## config.mk

```make
export PLATFORM = sky130hd
export DESIGN_NAME = x86_alu_with_flags_unit
export DESIGN_NICKNAME = d
export VERILOG_FILES = /design/src/rtl/x86alu_pkg.sv /design/src/rtl/x86alu_div.sv /design/src/rtl/x86_alu_with_flags_unit.sv
export SDC_FILE = /design/constraint.sdc
export NUM_CORES = 2
export LEC_CHECK = 0
export BUFFER_PORTS_ARGS = -buffer_cell sky130_fd_sc_hd__clkbuf_2
export CAP_MARGIN = 0
export CORE_MARGIN = 2
export CORE_UTILIZATION = 27
export DETAILED_ROUTE_END_ITERATION = 6
export PLACE_DENSITY = 0.51
export SLEW_MARGIN = 20
export SYNTH_ARGS = -nofsm -noshare
export SYNTH_HDL_FRONTEND = slang
export SYNTH_SLANG_ARGS = --single-unit
```

## constraint.sdc

```tcl
create_clock -name i_clk -period 13.1 [get_ports i_clk]
set_input_delay 0.655 -clock i_clk [delete_from_list [all_inputs] [get_ports i_clk]]
set_output_delay 0.655 -clock i_clk [all_outputs]
set_load 0.02 [all_outputs]
```

## src/rtl/x86alu_pkg.sv

```systemverilog
// ----------------------------------------------------------------------------
// x86alu_pkg: shared types, codes and flag helpers
// Command codes, request and result structs, flag bit positions.
// ----------------------------------------------------------------------------
`default_nettype none
package x86alu_pkg;
    typedef enum logic [4:0] {
        CMD_ADD = 5'd0, CMD_OR = 5'd1, CMD_ADC = 5'd2, CMD_SBB = 5'd3,
        CMD_AND = 5'd4, CMD_SUB = 5'd5, CMD_XOR = 5'd6, CMD_CMP = 5'd7,
        CMD_INC = 5'd8, CMD_DEC = 5'd9, CMD_NEG = 5'd10, CMD_NOT = 5'd11,
        CMD_ROL = 5'd12, CMD_ROR = 5'd13, CMD_RCL = 5'd14, CMD_RCR = 5'd15,
        CMD_SHL = 5'd16, CMD_SHR = 5'd17, CMD_SAR = 5'd18, CMD_MUL = 5'd19,
        CMD_IMUL = 5'd20, CMD_DIV = 5'd21, CMD_IDIV = 5'd22, CMD_DAA = 5'd23,
        CMD_DAS = 5'd24, CMD_AAA = 5'd25, CMD_AAS = 5'd26, CMD_AAM = 5'd27,
        CMD_AAD = 5'd28
    } t_cmd;

    localparam int F_CF = 0;
    localparam int F_PF = 2;
    localparam int F_AF = 4;
    localparam int F_ZF = 6;
    localparam int F_SF = 7;
    localparam int F_OF = 11;

    typedef struct packed {
        logic [4:0]  command;
        logic        word_size;
        logic [15:0] operand_a;
        logic [15:0] operand_b;
        logic [15:0] operand_high;
        logic [7:0]  shift_count;
        logic [15:0] flags_in;
    } t_req;

    typedef struct packed {
        logic [15:0] result_low;
        logic [15:0] result_high;
        logic [15:0] flags_out;
        logic        divide_error;
        logic        write_back;
    } t_res;

    // Control from sequencer to the shared divider datapath
    typedef struct packed {
        logic load;
        logic step;
    } t_dp_ctl;

    function automatic logic [15:0] put_pzs(input logic [15:0] f, input logic [15:0] v,
                                            input logic w);
        logic [15:0] r;
        r = f;
        r[F_PF] = ~^v[7:0];
        r[F_ZF] = w ? (v == 16'h0) : (v[7:0] == 8'h0);
        r[F_SF] = w ? v[15] : v[7];
        return r;
    endfunction
endpackage
`default_nettype wire

```

## src/rtl/x86alu_div.sv

```systemverilog
// ----------------------------------------------------------------------------
// x86alu_div: shared restoring divider
// Unsigned 32 by 16 division, one quotient bit per step.
// ----------------------------------------------------------------------------
`default_nettype none
module x86alu_div (
    input  wire logic                i_clk,
    input  wire x86alu_pkg::t_dp_ctl i_ctl,
    input  wire logic [31:0]         i_num,
    input  wire logic [15:0]         i_den,
    output logic [31:0]              o_quo,
    output logic [16:0]              o_rem
);
    import x86alu_pkg::*;
    logic [31:0] r_q;
    logic [16:0] r_r;
    logic [15:0] r_d;
    logic [17:0] w_try;
    logic [16:0] w_sh;

    assign w_sh  = {r_r[15:0], r_q[31]};
    assign w_try = {1'b0, w_sh} - {2'b00, r_d};

    always_ff @(posedge i_clk) begin
        if (i_ctl.load) begin
            r_q <= i_num;
            r_r <= '0;
            r_d <= i_den;
        end else if (i_ctl.step) begin
            if (!w_try[17]) begin
                r_r <= w_try[16:0];
                r_q <= {r_q[30:0], 1'b1};
            end else begin
                r_r <= w_sh;
                r_q <= {r_q[30:0], 1'b0};
            end
        end
    end
    assign o_quo = r_q;
    assign o_rem = r_r;
endmodule
`default_nettype wire

```

## src/rtl/x86_alu_with_flags_unit.sv

```systemverilog
// ----------------------------------------------------------------------------
// x86_alu_with_flags_unit: 16-bit x86 ALU with flag rules
// Sequenced unit: one-step ops, shift/rotate per count, divide per bit.
// ----------------------------------------------------------------------------
// Channel | Direction | Handshake          | Payload
// request | in        | i_start, o_busy    | i_req (t_req)
// result  | out       | o_done strobe      | o_res (t_res)
//
// Sequence: ALU, logic, multiply and decimal commands finish from S_FIN; shifts
// take one step per count in S_SHIFT; div/idiv/aam take 32 divider steps in S_DIV.
// The shared restoring divider and the one-bit shift step do the work of S_DIV and S_SHIFT.
// Reset is synchronous, active low, and returns the sequencer to idle.
// The result strobe lasts one cycle; the receiver cannot stall.
`default_nettype none
module x86_alu_with_flags_unit (
    input  wire logic              i_clk,
    input  wire logic              i_rst_n,
    input  wire logic              i_start,
    input  wire x86alu_pkg::t_req  i_req,
    output logic                   o_busy,
    output logic                   o_done,
    output x86alu_pkg::t_res       o_res
);
    import x86alu_pkg::*;

    typedef enum logic [3:0] {
        S_IDLE = 4'b0001, S_SHIFT = 4'b0010, S_DIV = 4'b0100, S_FIN = 4'b1000
    } t_state;

    t_state      r_state, n_state;
    t_req        r_req;
    logic [5:0]  r_cnt, n_cnt;
    logic [15:0] r_d;
    logic        r_c, r_ov;
    logic        r_done;
    t_res        r_res, n_res;
    t_dp_ctl     w_ctl;
    logic [31:0] w_quo;
    logic [16:0] w_rem;

    // operand views of the latched request
    logic        w;
    logic [15:0] m, a, b, f;
    logic [7:0]  al, ah;
    logic [4:0]  cmd;
    assign cmd = r_req.command;
    assign w  = r_req.word_size;
    assign m  = w ? 16'hffff : 16'h00ff;
    assign a  = r_req.operand_a & m;
    assign b  = r_req.operand_b & m;
    assign f  = r_req.flags_in;
    assign al = r_req.operand_a[7:0];
    assign ah = r_req.operand_high[7:0];

    // divide set-up: magnitudes for idiv, plain for div and aam
    logic        is_aam, nneg, dneg;
    logic [31:0] num, nmag;
    logic [15:0] dmag;
    assign is_aam = (cmd == CMD_AAM);
    assign num  = is_aam ? {24'h0, al} :
                  w ? {r_req.operand_high, a} : {16'h0, ah, al};
    assign nneg = (cmd == CMD_IDIV) && (w ? num[31] : num[15]);
    assign dneg = (cmd == CMD_IDIV) && (w ? b[15] : b[7]);
    assign nmag = nneg ? (w ? 32'h0 - num : {16'h0, 16'h0 - num[15:0]}) : num;
    assign dmag = is_aam ? {8'h0, r_req.operand_b[7:0]} : (dneg ? (m + 16'd1 - b) : b);

    x86alu_div u_div (
        .i_clk (i_clk), .i_ctl (w_ctl), .i_num (nmag), .i_den (dmag),
        .o_quo (w_quo), .o_rem (w_rem)
    );

    // one shift step
    logic [15:0] sb, sd;
    logic        sc;
    assign sb = w ? 16'h8000 : 16'h0080;
    always_comb begin
        sd = r_d;
        sc = r_c;
        case (cmd)
            CMD_ROL: begin sc = |(r_d & sb); sd = ((r_d << 1) | {15'h0, sc}) & m; end
            CMD_ROR: begin sc = r_d[0]; sd = (r_d >> 1) | (sc ? sb : 16'h0); end
            CMD_RCL: begin sc = |(r_d & sb); sd = ((r_d << 1) | {15'h0, r_c}) & m; end
            CMD_RCR: begin sc = r_d[0]; sd = (r_d >> 1) | (r_c ? sb : 16'h0); end
            CMD_SHL: begin sc = |(r_d & sb); sd = (r_d << 1) & m; end
            CMD_SHR: begin sc = r_d[0]; sd = r_d >> 1; end
            default: begin sc = r_d[0]; sd = (r_d >> 1) | (r_d & sb); end
        endcase
    end

    // combinational result for the simple commands
    function automatic t_res one_cycle(input t_req q);
        t_res        o;
        logic        ww, cf, sub, c;
        logic [15:0] mm, aa, bb, ff, sgn, r16, ext, lo, hi;
        logic [16:0] x, y, r;
        logic [7:0]  xa, t8;
        logic [8:0]  t;
        logic [31:0] p;
        logic [15:0] sxa, sxb;
        ww  = q.word_size;
        mm  = ww ? 16'hffff : 16'h00ff;
        sgn = ww ? 16'h8000 : 16'h0080;
        aa  = q.operand_a & mm;
        bb  = q.operand_b & mm;
        ff  = q.flags_in;
        cf  = ff[F_CF];
        o   = '0;
        o.write_back = 1'b1;
        o.flags_out  = ff;
        sub = 1'b0; c = 1'b0; x = {1'b0, aa}; y = {1'b0, bb};
        lo = '0; hi = '0; xa = '0; t = '0; t8 = '0; p = '0; ext = '0;
        sxa = '0; sxb = '0; r = '0; r16 = '0;
        case (q.command)
            CMD_ADD, CMD_ADC, CMD_SBB, CMD_SUB, CMD_CMP, CMD_INC, CMD_DEC,
            CMD_NEG: begin
                sub = (q.command == CMD_SBB) || (q.command == CMD_SUB) ||
                      (q.command == CMD_CMP) || (q.command == CMD_DEC) ||
                      (q.command == CMD_NEG);
                c = ((q.command == CMD_ADC) || (q.command == CMD_SBB)) ? cf : 1'b0;
                if (q.command == CMD_INC || q.command == CMD_DEC) y = 17'd1;
                if (q.command == CMD_NEG) begin x = '0; y = {1'b0, aa}; end
                r = sub ? x - y - {16'h0, c} : x + y + {16'h0, c};
                r16 = r[15:0] & mm;
                o.result_low = r16;
                o.flags_out = put_pzs(ff, r16, ww);
                o.flags_out[F_AF] = x[4] ^ y[4] ^ r[4];
                o.flags_out[F_CF] = ww ? r[16] : r[8];
                o.flags_out[F_OF] = sub ? |((x[15:0] ^ y[15:0]) & (x[15:0] ^ r[15:0]) & sgn)
                                        : |((x[15:0] ^ r[15:0]) & (y[15:0] ^ r[15:0]) & sgn);
                if (q.command == CMD_INC || q.command == CMD_DEC) o.flags_out[F_CF] = cf;
                if (q.command == CMD_CMP) o.write_back = 1'b0;
            end
            CMD_OR, CMD_AND, CMD_XOR: begin
                lo = (q.command == CMD_OR) ? (aa | bb) :
                     (q.command == CMD_AND) ? (aa & bb) : (aa ^ bb);
                o.result_low = lo;
                o.flags_out = put_pzs(ff, lo, ww);
                o.flags_out[F_CF] = 1'b0;
                o.flags_out[F_AF] = 1'b0;
                o.flags_out[F_OF] = 1'b0;
            end
            CMD_NOT: o.result_low = ~aa & mm;
            CMD_MUL, CMD_IMUL: begin
                if (q.command == CMD_MUL) p = aa * bb;
                else begin
                    sxa = ww ? aa : {{8{aa[7]}}, aa[7:0]};
                    sxb = ww ? bb : {{8{bb[7]}}, bb[7:0]};
                    p = $signed(sxa) * $signed(sxb);
                end
                lo = p[15:0] & mm;
                hi = (ww ? p[31:16] : {8'h0, p[15:8]}) & mm;
                o.result_low = lo;
                o.result_high = hi;
                o.flags_out[F_SF] = |(aa & sgn);
                o.flags_out[F_PF] = ~^aa[7:0];
                o.flags_out[F_ZF] = ww ? ((lo | hi) == 16'h0) : (lo == 16'h0);
                ext = (q.command == CMD_IMUL && |(lo & sgn)) ? mm : 16'h0;
                o.flags_out[F_CF] = hi != ext;
                o.flags_out[F_OF] = hi != ext;
            end
            CMD_DAA, CMD_DAS: begin
                xa = q.operand_a[7:0];
                if (ff[F_AF] || xa[3:0] > 4'd9) begin
                    t = (q.command == CMD_DAA) ? {1'b0, xa} + 9'd6 : {1'b0, xa} - 9'd6;
                    xa = t[7:0];
                    ff[F_AF] = 1'b1;
                    if (t[8]) ff[F_CF] = 1'b1;
                end
                if (xa > 8'h9f) ff[F_CF] = 1'b1;
                if (ff[F_CF]) xa = (q.command == CMD_DAA) ? xa + 8'h60 : xa - 8'h60;
                o.result_low = {8'h0, xa};
                o.flags_out = put_pzs(ff, {8'h0, xa}, 1'b0);
            end
            CMD_AAA, CMD_AAS: begin
                xa = q.operand_a[7:0];
                t8 = q.operand_high[7:0];
                if (ff[F_AF] || xa[3:0] > 4'd9) begin
                    xa = (q.command == CMD_AAA) ? xa + 8'd6 : xa - 8'd6;
                    t8 = (q.command == CMD_AAA) ? t8 + 8'd1 : t8 - 8'd1;
                    ff[F_CF] = 1'b1; ff[F_AF] = 1'b1;
                end else begin
                    ff[F_CF] = 1'b0; ff[F_AF] = 1'b0;
                end
                o.result_low = {t8, 4'h0, xa[3:0]};
                o.flags_out = ff;
            end
            CMD_AAD: begin
                t8 = q.operand_high[7:0] * q.operand_b[7:0];
                xa = q.operand_a[7:0] + t8;
                o.result_low = {8'h0, xa};
                o.flags_out = put_pzs(ff, {8'h0, xa}, 1'b0);
            end
            default: o.write_back = 1'b0;
        endcase
        return o;
    endfunction

    // finish of the divide commands
    logic [15:0] qm, rm;
    logic        qneg, ovf;
    t_res        div_res;
    assign qm   = w_quo[15:0];
    assign rm   = w_rem[15:0];
    assign qneg = nneg ^ dneg;
    always_comb begin
        div_res = '0;
        div_res.flags_out = f;
        ovf = 1'b0;
        if (is_aam) begin
            div_res.result_low = {w_quo[7:0], w_rem[7:0]};
            div_res.flags_out  = put_pzs(f, {8'h0, w_rem[7:0]}, 1'b0);
            div_res.write_back = 1'b1;
        end else begin
            if (cmd == CMD_DIV) ovf = (w_quo > {16'h0, m});
            else ovf = (w_quo > {16'h0, qneg ? sb : sb - 16'd1});
            div_res.result_low  = qneg ? (16'h0 - qm) & m : qm;
            div_res.result_high = nneg ? (16'h0 - rm) & m : rm;
            div_res.write_back  = 1'b1;
        end
        if (dmag == 16'h0 || ovf) begin
            div_res = '0;
            div_res.flags_out = f;
            div_res.divide_error = 1'b1;
        end
    end

    // shift finish
    t_res sh_res;
    always_comb begin
        sh_res = '0;
        sh_res.write_back = 1'b1;
        sh_res.result_low = r_d;
        sh_res.flags_out  = f;
        if (r_req.shift_count != 8'h0) begin
            sh_res.flags_out[F_CF] = r_c;
            sh_res.flags_out[F_OF] = r_ov;
            if (cmd == CMD_SHL || cmd == CMD_SHR || cmd == CMD_SAR)
                sh_res.flags_out = put_pzs(sh_res.flags_out, r_d, w);
            if (cmd == CMD_SHR || cmd == CMD_SAR) sh_res.flags_out[F_AF] = 1'b1;
        end
    end

    logic is_shift, is_div;
    assign is_shift = (cmd >= CMD_ROL) && (cmd <= CMD_SAR);
    assign is_div   = (cmd == CMD_DIV) || (cmd == CMD_IDIV) || is_aam;

    // sequencer
    logic [7:0] r_left;
    always_comb begin
        n_state = r_state;
        n_cnt   = r_cnt;
        n_res   = r_res;
        w_ctl   = '0;
        unique case (r_state)
            S_IDLE: ;
            S_FIN: begin
                // latched request: pick path
                if (is_shift) n_state = S_SHIFT;
                else if (is_div) begin
                    w_ctl.load = 1'b1;
                    n_cnt = 6'd0;
                    n_state = S_DIV;
                end else begin
                    n_res = one_cycle(r_req);
                    n_state = S_IDLE;
                end
            end
            S_SHIFT: begin
                if (r_left == 8'h0) begin
                    n_res = sh_res;
                    n_state = S_IDLE;
                end
            end
            S_DIV: begin
                if (r_cnt == 6'd32) begin
                    n_res = div_res;
                    n_state = S_IDLE;
                end else begin
                    w_ctl.step = 1'b1;
                    n_cnt = r_cnt + 6'd1;
                end
            end
            default: n_state = S_IDLE;
        endcase
    end

    always_ff @(posedge i_clk) begin
        if (!i_rst_n) begin
            r_state <= S_IDLE;
            r_done  <= 1'b0;
            r_cnt   <= '0;
        end else begin
            r_done <= (r_state != S_IDLE) && (n_state == S_IDLE);
            r_cnt  <= n_cnt;
            if (r_state == S_IDLE) begin
                if (i_start) r_state <= S_FIN;
            end else begin
                r_state <= n_state;
            end
        end
    end

    // payload: request latch, shift engine, result register
    always_ff @(posedge i_clk) begin
        r_res <= n_res;
        if (r_state == S_IDLE && i_start) begin
            r_req  <= i_req;
            r_d    <= i_req.operand_a & (i_req.word_size ? 16'hffff : 16'h00ff);
            r_c    <= i_req.flags_in[F_CF];
            r_ov   <= 1'b0;
            r_left <= i_req.shift_count;
        end else if (r_state == S_SHIFT && r_left != 8'h0) begin
            r_d    <= sd;
            r_c    <= sc;
            r_ov   <= |((sd ^ r_d) & sb);
            r_left <= r_left - 8'd1;
        end
    end

    assign o_busy = (r_state != S_IDLE);
    assign o_done = r_done;
    assign o_res  = r_res;

`ifndef SYNTHESIS
    // strobe only after leaving work
    a_done_after_busy: assert property (@(posedge i_clk) disable iff (!i_rst_n)
        o_done |-> $past(o_busy)) else $error("result strobe without work");
    // no back-to-back strobes
    a_single_strobe: assert property (@(posedge i_clk) disable iff (!i_rst_n)
        o_done |=> !o_done) else $error("double result strobe");
    // divider never exceeds its bit count
    a_div_bound: assert property (@(posedge i_clk) disable iff (!i_rst_n)
        r_cnt <= 6'd32) else $error("divider step count overrun");
`endif
endmodule
`default_nettype wire
```

==> results.toml <==
[routing]
vias = 32200
drc = 1
first_pass_iters = 7
viasPerCell = 5.16
ant_nets = 0
wirelength_um = 147000
drtIter0Drc = 3332
post_drt_wl_per_cell_um = 23.7

[sta]
finalCritPeriodShare_pct = 81.0
tightestPinTransition_ps = 1140
fin_tns_setup_ps = 0
drv_slew = 0
timing.final.crit_period_ps = 10610
finalClockSkew_ps = 29.0
timing.fmax_mhz = 94.2
final.setup.worst_slack_ps = 2490
rsz0062_at_grt = "no"
setup_viol = 0
hold_viol = 0
slew_headroom_pct = 23.6

[synth]
syn_nets = 5272
netlist_top_cells_count = "inv_1 (706), nand2_1 (522), fa_1 (468)"
synthDominantCellAreaShare_pct = 25.0
yosysWarningCount = 0
synth-compound-area-share_pct = 13.8
yosysTopAreaCell = "fa_1"
synth-adder-area-share_pct = 37.0
synth_area_per_cell_um2 = 8.58
synth_area_leaders = "fa_1 (25%), edfxtp_1 (16%), ha_1 (12%)"
synthDistinctLibCells = 97
synthMuxAreaShare_pct = 1.64
synth_seq_cells = 229
yosysMostFrequentCell = "inv_1"
synth_flop_cell = "edfxtp_1"
synth-seq-area-share_pct = 17.6
syn_area_um2 = 37500
synth_top_family_by_area = "adder cells"
synth-xor-area-share_pct = 5.00
synth_simple_gate_area_share_pct = 15.6
syn_inst = 4363
synth_edf_count = 201
async_reset_ff_share_pct = 0

[clock_network]
clk_pin_slew_ps = 70
holdBufCountCts = 0
cts_buffer_depth = 3
cts-buffers-inserted = 28
cts_tree = "yes"
h-tree-depth = 1
clk_latency_ps = 600
cts_setup_buffers = 0
cts_resized = 0
cts_root_buf = "clkbuf_16"
cts.sinks = 229

[job]
cap_violations = 0

[finish]
final_net_count = 5321
drive_gt1_share_pct = 7.47
n_fill_cell = 14600
area_growth_pct = 10.2
stdcell_count = 6232
fin_area_um2 = 41300

[critical_path]
critPathLaunch = "w"
cp_num_buf_inv = 5
worst_path_max_delay_cell = "nor2_1"
start_kind = "flop"
critical-path-top-delay-family = "adder cells"
worstPathRequired_ps = 13400
crit_path_end_kind = "flop"
critical_path.max_stage_delay_ps = 930
worst-r2r-setup-slack_ps = 2490
regToRegStartpoint = "w"
cp.arrival_ps = 10910
path_max_fanout = 22
criticalPathCategory = "flop to flop"
critical_path.most_common_cell = "fa_1"

[floorplan]
io_pins = 133
die_w_um = 376
rows = 136
core_area_um2 = 138000
die_area_um2 = 142000
die_h_um = 376
start_util_pct = 27.2

[hold_path]
hold_path.class = "primary input to flop"
worstHoldStart = "i_req[31]"

[place]
place_congestion = 0.992
io_buffers = 132
dp_hpwl_um = 118000
dp_slack_ps = 2660
dpl.cell_count = 6176
placed_area_um2 = 40300

[global_route]
grt_pass1_wl_um = 218000
grt-ovfl-total = 0
first_global_vias = 32100
antenna_found_initial = 12
grt_max_degree = 72
track_usage_pct = 20.7

[run_status]
violations = "design-rule violations"
outcome = "finished, violations left"
[cell families (layout without fill, tap and decap cells)]
| kind of cell | after synthesis | count (layout) |
|---|---|---|
| simple gates | 1319 | 1319 |
| other cells | 0 | 4 |
| mux | 56 | 56 |
| flops | 229 | 229 |
| xor+xnor | 214 | 214 |
| buf+inv | 914 | 985 |
| compound gates | 803 | 803 |
| fa+ha+maj | 828 | 828 |
[metal layers]
layer | vias to the layer above | wire, um | track usage [%]
met4 | 18 | 6320 | 7.30
met3 | 325 | 13200 | 4.23
li1 | 14500 | - | -
met5 | - | 122 | 0
met2 | 1412 | 63200 | 31.1
met1 | 15900 | 64700 | 29.2
[placed cells by master (no fill, tap or decap), drive strengths merged, types with 27 or more instances in the layout]
cell type and count:
nor2b 29, a21o 50, clkbuf 165, nor3 53, ha 360, nor2 420, mux2i 31, xnor2 144
dfxtp 28, inv 710, o21a 29, o22ai 32, nand2 523, a31oi 45, and2 27, xor2 70
edfxtp 201, and3 30, o21ai 179, a21oi 230, nand3 73, nand2b 38, fa 468, nand4 33
buf 79
[final timing paths]
check | endpoint | cells past startpoint
hold / removal | ah[7] | 1
setup reg to reg | o_res[13] | 26
hold reg to reg | o_res[15] | 0
setup / recovery | o_res[13] | 26
[layout make-up]
type | count | area, um^2 | area share, %
repair buffers | 211 | 1250 | 3.04
multi-input cells | 3220 | 27500 | 66.5
flip-flops and latches | 229 | 6600 | 16.0
clock inverters | 19 | 254 | 0.615
diodes | 4 | 10.0 | 0.0243
inverters | 722 | 2720 | 6.59
clock buffers | 33 | 729 | 1.77
well taps | 1794 | 2240 | 5.44
[worst register-to-register path: stages (launching register included)]
cell      delay [ps]
edfxtp_1         700
nand2_1          820
inv_1            490
nor2_1           940
nor2_1           170
fa_1             630
inv_1            200
fa_1             580
inv_1             50
fa_1             530
fa_1             450
fa_1             550
inv_1             60
fa_1             540
inv_1             50
ha_1             390
a21oi_1          280
o211ai_1         140
a211oi_1         410
nor2_1           130
o21a_1           280
a31oi_1          290
mux2i_1          200
o41a_1           500
or4_1            540
o22ai_1          260
a41oi_1          150
[sequential cells by signal, indices dropped and copies added, names as in the netlist]
| name | count |
|---|---|
| u_div.r_d | 16 |
| cmd | 5 |
| u_div.o_rem | 16 |
| f | 16 |
| r_state | 4 |
| al | 8 |
| r_req | 40 |
| u_div.o_quo | 32 |
| o_done | 1 |
| r_ov | 1 |
| o_res | 50 |
| r_left | 8 |
| r_d | 16 |
| w | 1 |
| r_c | 1 |
| r_cnt | 6 |
| ah | 8 |
[stage by stage]
step / hold slack, ps / util, %
2_1_floorplan: 400 / -
3_3_place_gp: 401 / 29.3
3_5_place_dp: 405 / 29.3
4_1_cts: 199 / 30.0
5_1_grt: 206 / 30.0
6_report: 228 / 30.0
Power is not shown: default switching activity piles up to over one toggle a cycle in this logic, so the estimate is an artifact.
